<file path="src/rtl/grm_pkg.sv">
// ============================================================================
// grm_pkg
// Shared types, codes and helpers for the greedy rectangle merge block.
// ============================================================================
package grm_pkg;

  localparam int GRID_SIZE_DEF = 16;
  localparam int MAX_GRID      = 64;

  // request kind, carried on s_tuser
  localparam logic FUNC_LOAD  = 1'b0;
  localparam logic FUNC_FETCH = 1'b1;

  // column store command
  typedef struct packed {
    logic rd_en;
    logic wr_en;
    logic clr_vis;
  } grm_cmd_t;

  // one result, in output field widths
  typedef struct packed {
    logic       done_res;
    logic [4:0] rect_height;
    logic [4:0] rect_width;
    logic [3:0] rect_y;
    logic [3:0] rect_x;
  } grm_result_t;

  // index of lowest set bit (0 when none)
  function automatic logic [6:0] ffs(input logic [MAX_GRID:0] v);
    logic [6:0] r;
    r = '0;
    for (int i = MAX_GRID; i >= 0; i--) begin
      if (v[i]) r = 7'(i);
    end
    return r;
  endfunction

endpackage

</file>
<file path="src/rtl/grm_store.sv">
// ============================================================================
// grm_store
// Column memory holding solid and visited bits, with per-column valid flags.
// ============================================================================
module grm_store #(
  parameter int GRID_SIZE = grm_pkg::GRID_SIZE_DEF,
  localparam int AW = (GRID_SIZE > 1) ? $clog2(GRID_SIZE) : 1
) (
  input  logic                 clk,
  input  logic                 rst,
  input  grm_pkg::grm_cmd_t    cmd,
  input  logic [AW-1:0]        rd_addr,
  input  logic [AW-1:0]        wr_addr,
  input  logic [GRID_SIZE-1:0] wr_sol,
  input  logic [GRID_SIZE-1:0] wr_vis,
  output logic [GRID_SIZE-1:0] rd_sol,
  output logic [GRID_SIZE-1:0] rd_vis
);

  logic [2*GRID_SIZE-1:0] mem [GRID_SIZE];
  logic [2*GRID_SIZE-1:0] rd_q;
  logic [GRID_SIZE-1:0]   sol_ok;
  logic [GRID_SIZE-1:0]   vis_ok;
  logic                   rd_sol_ok;
  logic                   rd_vis_ok;

  always_ff @(posedge clk) begin
    if (cmd.wr_en) begin
      mem[wr_addr] <= {wr_vis, wr_sol};
    end
    if (cmd.rd_en) begin
      rd_q      <= mem[rd_addr];
      rd_sol_ok <= sol_ok[rd_addr];
      rd_vis_ok <= vis_ok[rd_addr];
    end
  end

  // invalid columns read as zero; a load drops every visited column
  always_ff @(posedge clk) begin
    if (rst) begin
      sol_ok <= '0;
      vis_ok <= '0;
    end else begin
      if (cmd.clr_vis) vis_ok <= '0;
      if (cmd.wr_en) begin
        sol_ok[wr_addr] <= 1'b1;
        if (!cmd.clr_vis) vis_ok[wr_addr] <= 1'b1;
      end
    end
  end

  assign rd_sol = rd_q[GRID_SIZE-1:0]           & {GRID_SIZE{rd_sol_ok}};
  assign rd_vis = rd_q[2*GRID_SIZE-1:GRID_SIZE] & {GRID_SIZE{rd_vis_ok}};

endmodule

</file>
<file path="src/rtl/grm_ctrl.sv">
// ============================================================================
// grm_ctrl
// Scan, widen, heighten and mark sequencer, at most one column read per cycle.
// ============================================================================
module grm_ctrl #(
  parameter int GRID_SIZE = grm_pkg::GRID_SIZE_DEF,
  localparam int AW = (GRID_SIZE > 1) ? $clog2(GRID_SIZE) : 1,
  localparam int XW = $clog2(GRID_SIZE + 1)
) (
  input  logic                  clk,
  input  logic                  rst,
  input  logic                  in_valid,
  output logic                  in_ready,
  input  logic                  in_func,
  input  logic [3:0]            in_index,
  input  logic [15:0]           in_bits,
  output logic                  res_valid,
  input  logic                  res_ready,
  output grm_pkg::grm_result_t  res,
  output grm_pkg::grm_cmd_t     cmd,
  output logic [AW-1:0]         rd_addr,
  output logic [AW-1:0]         wr_addr,
  output logic [GRID_SIZE-1:0]  wr_sol,
  output logic [GRID_SIZE-1:0]  wr_vis,
  input  logic [GRID_SIZE-1:0]  rd_sol,
  input  logic [GRID_SIZE-1:0]  rd_vis
);

  localparam logic [XW-1:0] GX   = XW'(GRID_SIZE);
  localparam logic [AW-1:0] TOPY = AW'(GRID_SIZE - 1);

  typedef enum logic [5:0] {
    S_IDLE   = 6'b000001,
    S_SCAN   = 6'b000010,
    S_WIDEN  = 6'b000100,
    S_HEIGHT = 6'b001000,
    S_MARK   = 6'b010000,
    S_OUT    = 6'b100000
  } state_t;

  state_t               state, state_next;
  logic [XW-1:0]        sx, sx_next;
  logic [AW-1:0]        sy, sy_next;
  logic [AW-1:0]        rx, rx_next;
  logic [AW-1:0]        ry, ry_next;
  logic [XW-1:0]        rw, rw_next;
  logic [XW-1:0]        rh, rh_next;
  logic [AW-1:0]        cx, cx_next;
  logic [AW-1:0]        lastx, lastx_next;
  logic [GRID_SIZE-1:0] span, span_next;
  logic [GRID_SIZE-1:0] mark, mark_next;
  logic                 done_q, done_next;

  logic [GRID_SIZE-1:0] free_col;
  logic [GRID_SIZE-1:0] cand;
  logic [GRID_SIZE:0]   run_inv;
  logic [XW-1:0]        h_calc;
  logic [XW-1:0]        sx_inc;
  logic [XW-1:0]        cx_inc;
  logic                 in_req;

  assign free_col = rd_sol & ~rd_vis;
  assign cand     = free_col & ({GRID_SIZE{1'b1}} << sy);
  assign run_inv  = {1'b1, ~(span >> ry)};
  assign h_calc   = XW'(grm_pkg::ffs((grm_pkg::MAX_GRID + 1)'(run_inv)));
  assign sx_inc   = sx + XW'(1);
  assign cx_inc   = XW'(cx) + XW'(1);
  assign in_ready = (state == S_IDLE);
  assign in_req   = in_valid && in_ready;

  always_comb begin
    state_next = state;
    sx_next    = sx;
    sy_next    = sy;
    rx_next    = rx;
    ry_next    = ry;
    rw_next    = rw;
    rh_next    = rh;
    cx_next    = cx;
    lastx_next = lastx;
    span_next  = span;
    mark_next  = mark;
    done_next  = done_q;
    cmd        = '0;
    rd_addr    = cx;
    wr_addr    = cx;
    wr_sol     = rd_sol;
    wr_vis     = rd_vis | mark;
    res_valid  = 1'b0;

    case (state)
      S_IDLE: begin
        if (in_req) begin
          if (in_func == grm_pkg::FUNC_LOAD) begin
            cmd.clr_vis = 1'b1;
            cmd.wr_en   = (7'(in_index) < 7'(GRID_SIZE));
            wr_addr     = AW'(in_index);
            wr_sol      = GRID_SIZE'(in_bits);
            wr_vis      = '0;
            sx_next     = '0;
            sy_next     = '0;
          end else if (sx == GX) begin
            done_next  = 1'b1;
            state_next = S_OUT;
          end else begin
            cmd.rd_en  = 1'b1;
            rd_addr    = AW'(sx);
            state_next = S_SCAN;
          end
        end
      end
      S_SCAN: begin
        if (cand != '0) begin
          rx_next   = AW'(sx);
          ry_next   = AW'(grm_pkg::ffs((grm_pkg::MAX_GRID + 1)'(cand)));
          rw_next   = XW'(1);
          span_next = free_col;
          if (sx_inc < GX) begin
            cmd.rd_en  = 1'b1;
            rd_addr    = AW'(sx_inc);
            cx_next    = AW'(sx_inc);
            state_next = S_WIDEN;
          end else begin
            state_next = S_HEIGHT;
          end
        end else begin
          sx_next = sx_inc;
          sy_next = '0;
          if (sx_inc == GX) begin
            done_next  = 1'b1;
            state_next = S_OUT;
          end else begin
            cmd.rd_en = 1'b1;
            rd_addr   = AW'(sx_inc);
          end
        end
      end
      S_WIDEN: begin
        if (free_col[ry]) begin
          span_next = span & free_col;
          rw_next   = rw + XW'(1);
          if (cx_inc < GX) begin
            cmd.rd_en = 1'b1;
            rd_addr   = AW'(cx_inc);
            cx_next   = AW'(cx_inc);
          end else begin
            state_next = S_HEIGHT;
          end
        end else begin
          state_next = S_HEIGHT;
        end
      end
      S_HEIGHT: begin
        rh_next    = h_calc;
        mark_next  = (~({GRID_SIZE{1'b1}} << h_calc)) << ry;
        lastx_next = AW'(XW'(rx) + rw - XW'(1));
        // scan resumes at the cell after the corner
        if (ry == TOPY) begin
          sx_next = XW'(rx) + XW'(1);
          sy_next = '0;
        end else begin
          sy_next = ry + AW'(1);
        end
        cmd.rd_en  = 1'b1;
        rd_addr    = rx;
        cx_next    = rx;
        done_next  = 1'b0;
        state_next = S_MARK;
      end
      S_MARK: begin
        cmd.wr_en = 1'b1;
        if (cx != lastx) begin
          cmd.rd_en = 1'b1;
          rd_addr   = AW'(cx_inc);
          cx_next   = AW'(cx_inc);
        end else begin
          state_next = S_OUT;
        end
      end
      S_OUT: begin
        res_valid = 1'b1;
        if (res_ready) state_next = S_IDLE;
      end
      default: begin
        state_next = S_IDLE;
      end
    endcase
  end

  always_comb begin
    if (done_q) begin
      res          = '0;
      res.done_res = 1'b1;
    end else begin
      res.done_res    = 1'b0;
      res.rect_x      = 4'(rx);
      res.rect_y      = 4'(ry);
      res.rect_width  = 5'(rw);
      res.rect_height = 5'(rh);
    end
  end

  always_ff @(posedge clk) begin
    if (rst) begin
      state <= S_IDLE;
      sx    <= '0;
      sy    <= '0;
    end else begin
      state <= state_next;
      sx    <= sx_next;
      sy    <= sy_next;
    end
  end

  always_ff @(posedge clk) begin
    rx     <= rx_next;
    ry     <= ry_next;
    rw     <= rw_next;
    rh     <= rh_next;
    cx     <= cx_next;
    lastx  <= lastx_next;
    span   <= span_next;
    mark   <= mark_next;
    done_q <= done_next;
  end

endmodule

</file>
<file path="src/rtl/greedy_rectangle_merge.sv">
// ============================================================================
// greedy_rectangle_merge
// Greedy rectangle cover of a square occupancy grid, fetched one per request.
// ============================================================================
//
//  channel  dir  handshake          tdata                         tuser
//  -------  ---  -----------------  ----------------------------  --------
//  s_*      in   s_tvalid/s_tready  column_index, column_bits     func
//  m_*      out  m_tvalid/m_tready  rect_x, rect_y, width, height done_res
//
//  Load request: no result.
//  Fetch request: scan, widen, heighten and mark steps, then the result;
//    a fetch at end of scan goes straight to the result.
//    The single column memory sets the pace: one column read a cycle at most.
//  Reset: synchronous; per-column valid flags make the grid read as empty
//    at once, no clearing pass.
//  Stalls: a held result sits in the output register; the next request is
//    taken meanwhile, and its own result waits until the register frees.
//
module greedy_rectangle_merge #(
  parameter int GRID_SIZE = grm_pkg::GRID_SIZE_DEF
) (
  input  logic        clk,
  input  logic        rst,
  input  logic        s_tvalid,
  output logic        s_tready,
  input  logic [23:0] s_tdata,   // [3:0] column_index, [19:4] column_bits, rest zero
  input  logic        s_tuser,   // [0] func
  output logic        m_tvalid,
  input  logic        m_tready,
  output logic [23:0] m_tdata,   // [3:0] rect_x, [7:4] rect_y, [12:8] rect_width,
                                 // [17:13] rect_height, rest zero
  output logic        m_tuser    // [0] done_res
);

  localparam int AW = (GRID_SIZE > 1) ? $clog2(GRID_SIZE) : 1;

  grm_pkg::grm_cmd_t    cmd;
  grm_pkg::grm_result_t res;
  grm_pkg::grm_result_t out_q;
  logic                 res_valid;
  logic                 res_ready;
  logic [AW-1:0]        rd_addr;
  logic [AW-1:0]        wr_addr;
  logic [GRID_SIZE-1:0] wr_sol;
  logic [GRID_SIZE-1:0] wr_vis;
  logic [GRID_SIZE-1:0] rd_sol;
  logic [GRID_SIZE-1:0] rd_vis;

  grm_ctrl #(.GRID_SIZE(GRID_SIZE)) u_ctrl (
    .clk       (clk),
    .rst       (rst),
    .in_valid  (s_tvalid),
    .in_ready  (s_tready),
    .in_func   (s_tuser),
    .in_index  (s_tdata[3:0]),
    .in_bits   (s_tdata[19:4]),
    .res_valid (res_valid),
    .res_ready (res_ready),
    .res       (res),
    .cmd       (cmd),
    .rd_addr   (rd_addr),
    .wr_addr   (wr_addr),
    .wr_sol    (wr_sol),
    .wr_vis    (wr_vis),
    .rd_sol    (rd_sol),
    .rd_vis    (rd_vis)
  );

  grm_store #(.GRID_SIZE(GRID_SIZE)) u_store (
    .clk     (clk),
    .rst     (rst),
    .cmd     (cmd),
    .rd_addr (rd_addr),
    .wr_addr (wr_addr),
    .wr_sol  (wr_sol),
    .wr_vis  (wr_vis),
    .rd_sol  (rd_sol),
    .rd_vis  (rd_vis)
  );

  // output register: frees when empty or taken this cycle
  assign res_ready = !m_tvalid || m_tready;

  always_ff @(posedge clk) begin
    if (rst) begin
      m_tvalid <= 1'b0;
    end else if (res_valid && res_ready) begin
      m_tvalid <= 1'b1;
    end else if (m_tready) begin
      m_tvalid <= 1'b0;
    end
  end

  always_ff @(posedge clk) begin
    if (res_valid && res_ready) out_q <= res;
  end

  assign m_tdata = {6'b0, out_q.rect_height, out_q.rect_width, out_q.rect_y, out_q.rect_x};
  assign m_tuser = out_q.done_res;

endmodule

</file>
<file path="config.mk">
export PLATFORM = sky130hd
export DESIGN_NAME = greedy_rectangle_merge
export DESIGN_NICKNAME = d
export VERILOG_FILES = /design/src/rtl/grm_pkg.sv /design/src/rtl/grm_store.sv /design/src/rtl/grm_ctrl.sv /design/src/rtl/greedy_rectangle_merge.sv
export SDC_FILE = /design/constraint.sdc
export NUM_CORES = 1
export LEC_CHECK = 0
export BUFFER_PORTS_ARGS = -buffer_cell sky130_fd_sc_hd__buf_2
export CORE_MARGIN = 2
export CORE_UTILIZATION = 40
export CTS_CLUSTER_DIAMETER = 200
export DETAILED_ROUTE_END_ITERATION = 8
export SLEW_MARGIN = 25
export SYNTH_ARGS = -nofsm -noshare
export SYNTH_HDL_FRONTEND = slang
export SYNTH_SLANG_ARGS = --single-unit
</file>
<file path="constraint.sdc">
create_clock -name clk -period 4.6 [get_ports clk]
set_input_delay 1.15 -clock clk [delete_from_list [all_inputs] [get_ports clk]]
set_output_delay 1.15 -clock clk [all_outputs]
set_load 0.01 [all_outputs]
</file>
### After elaboration in Yosys (flattened, before gate mapping)

Memory sizes are Yosys's and may differ from the RTL's. A register that Yosys moved wholly into a read port is not among the register bits.
Cells that the tools add are included.

| operators by class | value |
|---|---|
| bitwise gates (word level) | 11 |
| divide/modulo/power cells | 0 |
| shift-type cells | 4 |
| multipliers | 0 |
| $lt $le $gt $ge | 6 |
| reductions and logical operators | 20 |
| mux-type cells | 116 |
| equal/unequal tests | 23 |
| $add $sub $neg | 7 |

Operators by type and width:

| kind | count |
|---|---|
| 16-bit 2-to-1 mux | 12 |
| 5-bit 2-to-1 mux | 22 |
| 4-bit 2-to-1 mux | 26 |
| 16-bit AND | 5 |
| 6-bit 2-to-1 mux | 9 |
| 16-bit inverter | 3 |
| 16-bit OR | 3 |
| 6-bit one-hot mux with 6 select lines | 1 |
| 16-bit one-hot mux with 2 select lines | 1 |
| 1-bit 2-to-1 mux | 24 |
| 4-bit one-hot mux with 5 select lines | 1 |
| 19-bit 2-to-1 mux | 1 |
| 4-bit one-hot mux with 4 select lines | 1 |
| 16-bit nonzero test | 1 |
| 16-bit by 4-bit left shift with 16-bit output | 1 |
| 16-bit by 4-bit left shift with 16-bit output, first input constant | 1 |
| 16-bit by 5-bit left shift with 16-bit output, first input constant | 1 |
| 16-bit by 4-bit right shift with 16-bit output | 1 |
| 4-bit by 5-bit < comparator with 1-bit output, second input constant | 3 |
| 3-bit 2-to-1 mux | 5 |
| 5-bit one-hot mux with 3 select lines | 1 |
| 2-bit inequality test, second input constant | 7 |
| 1-bit binary-select mux with 4-bit select | 3 |
| 4-bit one-hot mux with 3 select lines | 1 |
| other kinds (39) | 53 |

| storage, ports and cells | value |
|---|---|
| output and inout port bits | 27 |
| memory bits (read-only) | 0 |
| flip-flop bits (word level) | 128 |
| bits in latches | 0 |
| RAM bits | 512 |
| memories | 1 |
| logic and storage cells | 213 |

Memory list:

| name | words | width | read ports | clocked after Yosys merged registers in | write ports | RTL line | RTL |
|---|---|---|---|---|---|---|---|
| u_store.mem | 16 | 32 | 1 | 1 | 1 | grm_store.sv:20 | `logic [2*GRID_SIZE-1:0] mem [GRID_SIZE];` |

### Depth between registers and ports, before layout

Gate-level depths: netlist of the first run.

| depth | value |
|---|---|
| word-level depth | 21 |
| gate-level depth with buffers | 15 |
| depth with buffers taken out | 12 |

### Cells and area by module

From an unflattened synthesis of the first run, not the netlist that was laid out.

| unflattened totals | value |
|---|---|
| cell total of the unflattened synthesis | 1750 |
| area, all modules | 28627.5 sq um |

By module, submodules not included:

| module | area an instance (sq um) | cells each | seq. area each (sq um) | instances |
|---|---|---|---|---|
| grm_store | 21627.0 | 961 | 17036.3 | 1 |
| grm_ctrl | 6326.1 | 758 | 2072.0 | 1 |
| greedy_rectangle_merge | 674.4 | 31 | 590.6 | 1 |

### Least setup slack after synthesis of the first run

No wires, ideal clock.

| path | value |
|---|---|
| kind | input to register |
| from | input s_tuser |
| to | memory u_store.mem[10][0] in the netlist's numbering, enable pin |
| cell stages on the path | 4 |
| arrival time | 3586 ps |
| data required time | 4176 ps |
| path slack | 590 ps |
| path through | nor3b_1 > clkbuf_1 > a31oi_1 > nor2_1 |

| between the ends | value |
|---|---|
| word-level cells in the longest chain between the ends | 5 |
| elaborated cells on any way between the ends | 8 |

Ends and longest elaborated chain:

| what | RTL line | RTL |
|---|---|---|
| start, declared | greedy_rectangle_merge.sv:28 | `input logic s_tuser,` |
| 2-bit 2-to-1 mux | grm_ctrl.sv:94 | `if (in_func == grm_pkg::FUNC_LOAD) begin` |
| 3-bit 2-to-1 mux | grm_ctrl.sv:93 | `if (in_req) begin` |
| 1-bit one-hot mux with 2 select lines | grm_ctrl.sv:91 | `case (state)` |
| 1-bit 2-to-1 mux | grm_store.sv:28 | `if (cmd.wr_en) begin` |
| 1-bit 2-to-1 mux (not written as such) | grm_store.sv:29 | `mem[wr_addr] <= {wr_vis, wr_sol};` |
| end, declared | grm_store.sv:20 |  |

Several ways; a longest one is shown, not always the timed one.

### Final worst setup path of the first run

| path | value |
|---|---|
| from | register u_store.rd_sol_ok |
| to | register u_store.rd_q[13], read port of u_store.mem, data pin |

| between the ends | value |
|---|---|
| word-level cells in the longest chain between the ends | 6 |
| elaborated cells on any way between the ends | 12 |

Ends and longest elaborated chain:

| what | RTL line | RTL |
|---|---|---|
| start, declared | grm_store.sv:24 | `logic rd_sol_ok;` |
| start signal, assigned | grm_store.sv:33 | `rd_sol_ok <= sol_ok[rd_addr];` |
| 16-bit AND (*) | grm_store.sv:52 | `assign rd_sol = rd_q[GRID_SIZE-1:0] & {GRID_SIZE{rd_sol_ok}};` |
| 16-bit AND (*) | grm_ctrl.sv:62 | `assign free_col = rd_sol & ~rd_vis;` |
| 1-bit binary-select mux with 4-bit select / 16-bit AND (equally long branches) | grm_ctrl.sv:139, grm_ctrl.sv:63 |  |
| 1-bit 2-to-1 mux (not written as such) / 16-bit nonzero test (equally long branches) | grm_ctrl.sv:139, grm_ctrl.sv:113 |  |
| 4-bit 2-to-1 mux (tied with other cells) | - |  |
| 4-bit one-hot mux with 5 select lines / 1-bit one-hot mux with 5 select lines (equally long branches) | grm_ctrl.sv:91 |  |
| end, declared | grm_store.sv:21 | `logic [2*GRID_SIZE-1:0] rd_q;` |

Every way passes the cells marked *; elsewhere a longest branch is shown, timed or not. The select of a mux whose other input is x is not followed.
A chain may end at the register's enable or synchronous reset.

==> results of run 1 <==
-- cell families (layout without fill, tap and decap cells) --
logic type,Yosys count,count (layout)
multiplexers,178,178
AND/OR/NAND/NOR,408,408
AO/OA/AOI/OAI,343,343
XOR/XNOR,21,21
adder cells (fa/ha/maj),11,11
buffers and inverters,143,318
other,1,6
flip-flops,672,672
-- critical path, cell delays in order (launching register included) --
cell and delay [ps]:
edfxtp_1 370, buf_12 190, nand2_1 190, a21o_1 270
mux4_2 540, a31oi_1 280, a311oi_1 140, a211o_2 330
o31a_4 330, nor2_8 170, buf_12 210, buf_12 200
mux4_2 510, a22oi_1 220, nand2_1 140
-- flip-flops by register name (all words and copies together), names as in the netlist, 5 cells and up --
register	flops
u_ctrl.rw	5
u_ctrl.span	16
u_store.rd_q	32
u_store.sol_ok	16
u_ctrl.sx	5
u_store.vis_ok	16
u_ctrl.rh	5
m_tdata	18
u_store.mem	512
u_ctrl.state	6
u_ctrl.mark	16
-- routing by layer --
metal	part of all wire, %	vias up
li1	-	7342
met1	43	8705
met2	48	615
met3	6.3	118
met4	2.6	0
met5	0	-
-- final cells by class --
cell class	instances	area [um2]	share of cell area [%]
Clock buffer	92	1960	5.87
Clock inverter	32	398	1.19
Inverter	36	135	0.405
Multi-Input combinational cell	967	8580	25.7
Sequential cell	672	19700	59.1
Tap cell	950	1190	3.56
Timing Repair Buffer	158	1400	4.19
-- cells in the mapped netlist, drive strengths merged (4+ instances only) --
cell type  instances
xnor2             10
inv               35
o21bai             4
nand2b             9
nor3              16
xor2              11
o31ai              6
buf               53
or2                5
and3              10
mux4             149
mux2i             15
a31oi             14
o21ai             57
a311oi             4
nor4               8
o21a              35
a221oi             4
a22oi             84
o221ai             7
edfxtp           624
o211ai            10
or3                4
nand3b             6
nand4              8
nand3             30
clkbuf            54
a21oi             59
ha                10
nor2b             18
dfxtp             48
a2bb2oi            5
a21o               6
nor3b              5
o22ai             11
nor2             150
and2              11
nand2            121
mux2              14
-- per-stage QoR --
stage	power, W	instance area [um2]	utilization [%]	instances	hold slack (ps)
6_report	0.0145	33400	46.7	2907	462
5_1_grt	0.0150	33400	46.7	2907	481
4_1_cts	0.0147	33300	46.6	2906	463
3_5_place_dp	0.00890	31000	43.3	2782	448
3_3_place_gp	0.00887	31000	43.3	2782	440
2_1_floorplan	0.00834	28900	-	1782	403
-- power by group --
group | leakage [nW] | internal, W | switching (W) | total (W)
logic | 3.74 | 0.000848 | 0.000989 | 0.00184
registers | 6.02 | 0.00687 | 0.0000552 | 0.00692
clock network | 1.14 | 0.00342 | 0.00235 | 0.00577
-- how the worst max path moves through the flow --
stage	startpoint	endpoint	slack, ps	cells past startpoint
after detailed placement	s_tuser	u_store.rd_q[13]	170	13
final	u_store.rd_sol_ok	u_store.rd_q[13]	180	14
after global routing	u_store.rd_sol_ok	u_store.rd_q[13]	30	15
after floorplan	s_tuser	u_store.mem[10][0]	590	4
after global placement	s_tuser	u_store.rd_q[13]	170	13
after CTS	u_store.rd_sol_ok	u_store.rd_q[13]	190	15
-- placed cells by master, fill, tap and decap left out, types with 8 or more instances in the layout --
cell type,instances
and2_1,10
clkinv_1,10
ha_1,10
nor3_1,14
mux2i_1,14
buf_4,87
o211ai_1,10
inv_1,33
o21a_1,34
nand3_1,29
dfxtp_1,48
a21oi_1,58
mux2_2,13
xnor2_1,10
xor2_1,11
a22oi_1,84
and3_1,9
mux4_2,146
edfxtp_1,624
clkbuf_1,14
nand2b_1,9
clkinv_2,8
nor2_1,131
clkbuf_16,74
nor2_4,17
nand2_1,118
buf_2,45
nand4_1,8
a31oi_1,14
buf_12,26
nor2b_1,15
o22ai_1,11
o21ai_0,50
==> run summary, run 1 <==
===========================================================================================
Internal reg-to-reg setup slack                                                      180 ps
Number of design rule violations left after detail routing                                0
Core region area                                                                  71500 um2
Outcome                                                                        finished, final reports clean
Number of enable-type register cells in the synthesized netlist                         624
GR Layer Usage met1                                                                   26.9%
Number of gates given a new drive strength after cts                                      0
Cell area after technology mapping                                                28900 um2
Antenna-violating nets left                                                               0
Synthesized-area fraction occupied by and/or/nand/nor cells                           6.58%
Mux contribution to synthesized area                                                  12.8%
Worst ir drop on vdd                                                             0.000286 V
# hold bufs at CTS                                                                        0
Worst-skew pair later-pin latency                                                    610 ps
Number of antenna violations at the first check in global routing                         0
Clock buffers created by TritonCTS                                                       71
P_leak                                                                              10.9 nW
Pin count of the biggest net entering global routing                                     48
Number of max-slew violations in the final report                                         0
Hold Violations, Final                                                                    0
First-pass GRT wire length                                                        108000 um
Die area                                                                          74300 um2
Vias in the first global route                                                        17100
Total inserted antenna cells                                                              0
Class of the most critical hold timing path                                    register to register
Post-DP HPWL                                                                       42200 um
Required time of the critical path                                                  4940 ps
Count of different cell masters after synthesis                                          96
Final estimated routing congestion in global placement                                0.885
Fraction of layout instances using a drive strength above 1                           24.3%
Clock tree root driver cell                                                       clkbuf_16
Slew at the pin closest to its max-slew limit                                       1040 ps
Most heavily used metal layer in global routing                                        met2
Routed wire length                                                                 72000 um
Register area share after synthesis                                                   68.3%
Starting density of the core                                                          40.4%
Number of top-level design ports                                                         56
Main flop type after synthesis                                                     edfxtp_1
Worst R2R Path Depth                                                                     14
Minimum setup slack after placement                                                  166 ps
Tmin final                                                                          4420 ps
Mean instance size in the synthesized netlist                                      16.2 um2
Hold Path Origin                                                               u_store.vis_ok[8]
Residual overflow from global routing                                                     0
Number of design-rule violations left by the first detailed-router iteration           1704
Critical path endpoint category                                                    register
Proportion of register bits with asynchronous set or reset after synthesis               0%
Global-route usage over all layers                                                    19.5%
Avg WL per Cell                                                                     24.8 um
Max-slew headroom                                                                     30.6%
Number of sinks driven by the clock tree                                                672
Synthesized flop and latch total                                                        672
Number of post-CTS setup repair buffers                                                   0
Bufs on Longest Clock Path                                                                3
Met2 capacity usage during global routing                                             31.9%
Kind of start point of the critical path                                           register
Net total in the final layout                                                          1946
Sum of negative setup slack                                                            0 ps
Area growth from synthesis to final layout                                            15.6%
Final setup violation count                                                               0
Endpoint of the lowest-slack register-to-register path                         u_store.rd_q[13]
Combinational family with the most area after synthesis                        multiplexers
Classification of the worst setup path                                         register to register
Setup slack after layout                                                             175 ps
Count of TritonRoute iterations in the first routing pass                                 5
Vias per cell                                                                          5.77
Post-Syn Instances                                                                     1777
Highest clock rate                                                                  226 MHz
Area share of the largest cell type after synthesis                                   64.9%
Synth Warn #                                                                              0
Part of the cycle the worst path needs                                                96.2%
End of the worst hold path                                                     u_store.vis_ok[8]
Fraction of met3 tracks used by global routing                                        3.24%
Overall via count from detail_route                                                   16800
Area share of xor/xnor cells in the synthesized design                               0.637%
Die extent in x                                                                      273 um
Fin Clk Skew                                                                        18.9 ps
Total power per unit cell area                                                   435 nW/um2
Critical path data arrival time                                                     4760 ps
Standard-cell rows                                                                       98
DIE HEIGHT                                                                           273 um
Fill cell count                                                                        6084
Crit Path Max Fanout                                                                     19
Number of stages on the worst hold path                                                   1
Synth top area cells                                                           edfxtp_1, mux4_2, dfxtp_1, a22oi_1, nor2_1
Port Buf Inserts                                                                         45
Area fraction in compound gates after synthesis                                       8.47%
Clock tree from TritonCTS                                                             built
Clock-pin slew of the registers on the worst-case setup and hold paths                60 ps
Cell accounting for the most synthesized area                                      edfxtp_1
Max-cap violation count                                                                   0
Depth of the CTS H-tree                                                                   3
Fraction of the mapped netlist area in adder cells                                   0.503%
R2r startpoint                                                                 u_store.rd_sol_ok
Unrepaired setup endpoints after global routing                                          no
===========================================================================================
No activity file was read; power rests on OpenSTA's default activity.
==> run 2: changes to the inputs <==
- CORE_ASPECT_RATIO: default -> 1.5
- clock period: 4.6 -> 4.4 ns (I/O delays scaled with it)
==> run 2 against run 1 <==
Design area rose by 0.20%. First-iteration DRC count fell by 11%. Final cell count fell by 0.14%. Critical endpoint is now u_store.rd_q[12]. Largest cell class unchanged.
==> run summary, run 2 (synthesis gave the netlist of run 1 again) <==
===========================================================================================
Outcome                                                                        finished, final reports clean
Class of the most critical hold timing path                                    register to register
Worst ir drop on vdd                                                             0.000287 V
Fill cell count                                                                        6052
R2r startpoint                                                                 u_store.rd_vis_ok
Antenna-violating nets left                                                               0
CP max stage cell                                                                    mux4_2
Bufs on Longest Clock Path                                                                3
Number of sinks driven by the clock tree                                                672
Die extent in x                                                                      223 um
DIE HEIGHT                                                                           333 um
Depth of the CTS H-tree                                                                   2
Starting density of the core                                                          40.4%
Commonest non-fill, non-tap cells in the layout                                edfxtp_1, mux4_2, nor2_1
Tmin final                                                                          4320 ps
Final estimated routing congestion in global placement                                0.896
Highest clock rate                                                                  232 MHz
Number of design-rule violations left by the first detailed-router iteration           1509
First-pass GRT wire length                                                        110000 um
Placed cell area                                                                  31300 um2
Die area                                                                          74400 um2
Number of design rule violations left after detail routing                                0
Residual overflow from global routing                                                     0
Global-route usage over all layers                                                    19.9%
Kind of start point of the critical path                                           register
Pin count of the biggest net entering global routing                                     43
Part of the cycle the worst path needs                                                98.1%
Most flops, register                                                            u_store.mem
Post-route cell area                                                              33400 um2
Critical path endpoint category                                                    register
Core region area                                                                  71500 um2
Sum of internal, switching and leakage power                                       0.0144 W
Clock buffers created by TritonCTS                                                       58
Number of max-slew violations in the final report                                         0
# hold bufs at CTS                                                                        0
Area growth from synthesis to final layout                                            15.8%
Crit Path Max Fanout                                                                     20
Clock tree from TritonCTS                                                             built
Vias in the first global route                                                        17100
Worst-skew pair later-pin latency                                                    630 ps
Number of antenna violations at the first check in global routing                         0
Standard-cell rows                                                                      120
Fraction of layout instances using a drive strength above 1                           26.1%
P_leak                                                                              11.0 nW
Max-cap violation count                                                                   0
Clock-pin slew of the registers on the worst-case setup and hold paths                70 ps
Final setup violation count                                                               0
Largest register FFs                                                                    512
Count of TritonRoute iterations in the first routing pass                                 7
Routed wire length                                                                 74400 um
Max-slew headroom                                                                     29.0%
Hold Violations, Final                                                                    0
FF+latch area                                                                     19700 um2
Total inserted antenna cells                                                              0
Port Buf Inserts                                                                         45
Maximum cell stage delay along the critical path                                     530 ps
Cell-by-cell listing of the critical path                                      buf_12 > buf_4 > a21o_1 > mux4_2 > a31oi_2 > a311oi_1 > a211o_4 > o31a_4 > nor2_8 > buf_12 > buf_12 > buf_12 > mux4_2 > a22oi_1 > nand2_1
Total power per unit cell area                                                   431 nW/um2
Avg WL per Cell                                                                     25.6 um
Hold Path Origin                                                               u_store.vis_ok[6]
Cell repeated most along the worst path                                              buf_12
Fin Clk Skew                                                                        28.0 ps
Post-DP HPWL                                                                       45800 um
Overall via count from detail_route                                                   16800
Classification of the worst setup path                                         register to register
Most common cell after layout, fill and taps aside                                 edfxtp_1
Slew at the pin closest to its max-slew limit                                       1060 ps
Launch point of the critical path                                              u_store.rd_vis_ok
Critical path data arrival time                                                     4660 ps
Area used by multi-input combinational logic                                       8650 um2
Required time of the critical path                                                  4750 ps
Vias per cell                                                                          5.79
Number of top-level design ports                                                         56
Net total in the final layout                                                          1980
Clock tree root driver cell                                                       clkbuf_16
===========================================================================================
[run 2: layout make-up]
cell class	instances	share of cell area, %
multi-input cells	967	25.9
flip-flops and latches	672	58.9
clock inverters	41	1.14
repair buffers	205	5.78
inverters	36	0.404
clock buffers	67	4.44
well taps	915	3.43
[run 2: worst max-delay path, delay by kind of cell, from the launching register on]
| kind | cells | cell delay (ps) |
|---|---|---|
| flip-flops | 1 | 410 |
| multiplexers | 2 | 1030 |
| AO/OA/AOI/OAI | 6 | 1510 |
| buffers and inverters | 5 | 800 |
| AND/OR/NAND/NOR | 2 | 250 |
[run 2: per-stage QoR]
stage / std cells / util [%] / setup WS [ps] / setup TNS (ps) / hold slack (ps)
after floorplan: 1782 / - / 440 / 0 / 403
after global placement: 2782 / 43.8 / -19.0 / -35.3 / 439
after detailed placement: 2782 / 43.8 / 1.78 / 0 / 450
after CTS: 2890 / 46.4 / 25.6 / 0 / 465
after global routing: 2903 / 46.8 / -0.539 / -0.539 / 480
final: 2903 / 46.8 / 84.1 / 0 / 463
[run 2: routing by layer]
metal,GRT usage (%),part of all wire [%],vias to the layer above
met5,0,0,-
met4,7.38,3.9,0
met3,2.18,4.8,135
met2,35.8,53,550
met1,24.6,39,8703
li1,-,-,7406
[run 2: final timing paths]
path	end	slack, ps	cells past startpoint
worst max-delay path	u_store.rd_q[12]	80	15
worst min register to register	u_store.vis_ok[6]	460	1
worst min-delay path	u_store.vis_ok[6]	460	1
worst max register to register	u_store.rd_q[12]	80	15
[run 2: what timing repair did]
action / in CTS / in global routing
resized for setup: 0 / 19
buffers inserted: 0 / 10
setup endpoints to repair: 0 / 31
[run 2: power by group]
group	switching (W)	leakage [nW]	internal, W
Sequential	0.0000627	6.02	0.00717
Combinational	0.00109	4.04	0.00100
Clock	0.00230	0.909	0.00278
Total	0.00345	11.0	0.0110
==> run 3: changes to the inputs <==
- ABC_AREA: default -> 1
- GPL_TIMING_DRIVEN: default -> 0
==> run 3 against run 2 <==
Clock skew grew 4.0 ps. Non-clock buffer count grew 75. Critical path depth shrank 3. First-iteration DRC count grew 38%. Synthesized cell count grew 83%. Critical endpoint is now u_store.rd_q[6]. Final cell count grew 54%. Register-to-register slack gained 60 ps. Sequential power grew 20%. Core utilization shrank 0.51 points.
==> run summary, run 3 <==
===========================================================================================
First-pass GRT wire length                                                        143000 um
Avg WL per Cell                                                                     22.1 um
Required time of the critical path                                                  4770 ps
Pin count of the biggest net entering global routing                                     34
Core region area                                                                  78400 um2
Register area share after synthesis                                                   62.5%
Post-Syn Instances                                                                     3246
Fin Clk Skew                                                                        32.0 ps
Critical path endpoint category                                                    register
Clock-pin slew of the registers on the worst-case setup and hold paths                60 ps
Synth Warn #                                                                              0
Hold Violations, Final                                                                    0
Slew at the pin closest to its max-slew limit                                       1080 ps
Post-route cell area                                                              36200 um2
Number of design rule violations left after detail routing                                0
Most used standard cells in the synthesized netlist                            nand2_1, nand3_1, edfxtp_1
Area share of the largest cell type after synthesis                                   59.5%
Proportion of register bits with asynchronous set or reset after synthesis               0%
Outcome                                                                        finished, final reports clean
Number of antenna violations at the first check in global routing                         0
Worst ir drop on vdd                                                             0.000526 V
Clock tree root driver cell                                                       clkbuf_16
Class of the most critical hold timing path                                    register to register
Main flop type after synthesis                                                     edfxtp_1
Most frequent cell after synthesis                                                  nand2_1
Final setup violation count                                                               0
Overall via count from detail_route                                                   23900
Clock tree from TritonCTS                                                             built
Classification of the worst setup path                                         register to register
Total power per unit cell area                                                   838 nW/um2
Mean instance size in the synthesized netlist                                      9.71 um2
Max-cap violation count                                                                   0
DIE HEIGHT                                                                           348 um
Die extent in x                                                                      233 um
Area growth from synthesis to final layout                                            15.0%
Total inserted antenna cells                                                              0
Number of enable-type register cells in the synthesized netlist                         624
Vias in the first global route                                                        23300
Worst-skew pair later-pin latency                                                    620 ps
Antenna-violating nets left                                                               0
Highest clock rate                                                                  235 MHz
Unrepaired setup endpoints after global routing                                          no
Number of max-slew violations in the final report                                         0
Part of the cycle the worst path needs                                                96.6%
Fill cell count                                                                        7242
Global-route usage over all layers                                                    24.2%
Largest register FFs                                                                    512
Routed wire length                                                                 98900 um
Most common cell after layout, fill and taps aside                                  nand2_1
P_leak                                                                              14.5 nW
Post-DP HPWL                                                                       71400 um
# hold bufs at CTS                                                                        0
Vias per cell                                                                          5.34
Residual overflow from global routing                                                     0
Count of different cell masters after synthesis                                          47
Cell accounting for the most synthesized area                                      edfxtp_1
Depth of the CTS H-tree                                                                   3
Synthesized flop and latch total                                                        672
Most flops, register                                                            u_store.mem
Net total in the final layout                                                          3446
Clock buffers created by TritonCTS                                                       67
Crit Path Max Fanout                                                                     10
Starting density of the core                                                          40.2%
Number of sinks driven by the clock tree                                                672
Fraction of layout instances using a drive strength above 1                           11.1%
Tmin final                                                                          4250 ps
Worst hold margin                                                                    430 ps
Number of top-level design ports                                                         56
Port Buf Inserts                                                                         45
Cell area after technology mapping                                                31500 um2
Commonest non-fill, non-tap cells in the layout                                nand2_1, nand3_1, edfxtp_1
Kind of start point of the critical path                                           register
Max-slew headroom                                                                     28.3%
Number of design-rule violations left by the first detailed-router iteration           2089
Bufs on Longest Clock Path                                                                3
Die area                                                                          81100 um2
Critical path data arrival time                                                     4630 ps
Final estimated routing congestion in global placement                                0.904
Standard-cell rows                                                                      126
Placed cell area                                                                  34000 um2
Synth top area cells                                                           edfxtp_1, nand3_1, nand2_1, inv_1, dfxtp_1
Count of TritonRoute iterations in the first routing pass                                 6
===========================================================================================
run 3: cell types whose count changed in the layout (fill, tap and decap cells not counted), moves of 69 or more:
| cell | delta |
|---|---|
| a22oi_1 | -80 |
| nand3b_1 | +84 |
| clkbuf_1 | +69 |
| buf_4 | -84 |
| nand2_1 | +686 |
| buf_2 | +69 |
| mux4_2 | -146 |
| nand3_1 | +623 |
| inv_1 | +357 |
run 3: cell type report:
class	count	area, um2	share of cell area [%]
Multi-Input combinational cell	1979	9530	26.3
Buffer	194	1020	2.83
Clock inverter	30	294	0.811
Timing Repair Buffer	86	997	2.75
Clock buffer	89	1890	5.23
Tap cell	1024	1280	3.54
Inverter	406	1530	4.21
Sequential cell	672	19700	54.4
run 3: kinds of logic after synthesis:
family / count (synthesis) / synth area share, %
buffers and inverters: 600 / 8.03
other: 1 / 0.0119
XOR/XNOR: 14 / 0.389
adder cells (fa/ha/maj): 11 / 0.461
AO/OA/AOI/OAI: 224 / 4.01
flip-flops: 672 / 62.5
AND/OR/NAND/NOR: 1724 / 24.6
run 3: power by group:
| part | switching [W] | total [W] | internal (W) |
|---|---|---|---|
| Combinational | 0.0115 | 0.0159 | 0.00433 |
| Clock | 0.00245 | 0.00578 | 0.00333 |
| Sequential | 0.000308 | 0.00871 | 0.00840 |
run 3: worst max-delay path, cell delays in order, from the launching register on:
cell,delay (ps)
dfxtp_1,340
nor2_2,170
nand4_1,510
nand3_1,330
nor3_1,140
nand2_1,160
clkbuf_1,820
clkbuf_1,750
nand3_1,160
nand3_1,120
nand3_1,240
nand3_1,200
nand2_1,60
run 3: worst paths after layout:
| kind | startpoint | endpoint | slack [ps] | depth (start not counted) |
|---|---|---|---|---|
| max | u_ctrl.state[4] | u_store.rd_q[6] | 150 | 12 |
| min reg2reg | u_ctrl.sx[3] | u_ctrl.rx[3] | 430 | 0 |
| min | u_ctrl.sx[3] | u_ctrl.rx[3] | 430 | 0 |
| max reg2reg | u_ctrl.state[4] | u_store.rd_q[6] | 150 | 12 |
run 3: through the flow:
step	setup TNS, ps	instances	power, W	util, %	setup slack (ps)
CTS	0	4480	0.0303	46.2	137
floorplan	0	3251	0.0183	-	506
detailed placement	-4760	4357	0.0244	43.4	-297
global placement	-741160	4320	0.0241	42.2	-1570
global route	0	4480	0.0318	46.3	14.8
finish	0	4480	0.0304	46.3	147
run 3: timing repair:
action | CTS | global route
pin swaps | 1 | 0
gates resized for setup | 8 | 7
hold endpoints to repair | 0 | 0
buffers inserted | 4 | 0
endpoints found under the setup margin | 32 | 10
run 3: per-layer routing:
metal	GRT usage, %	wire, um
met2	43.4	50600
met3	3.50	6220
met1	26.7	35500
met5	0	0
met4	15.0	6520
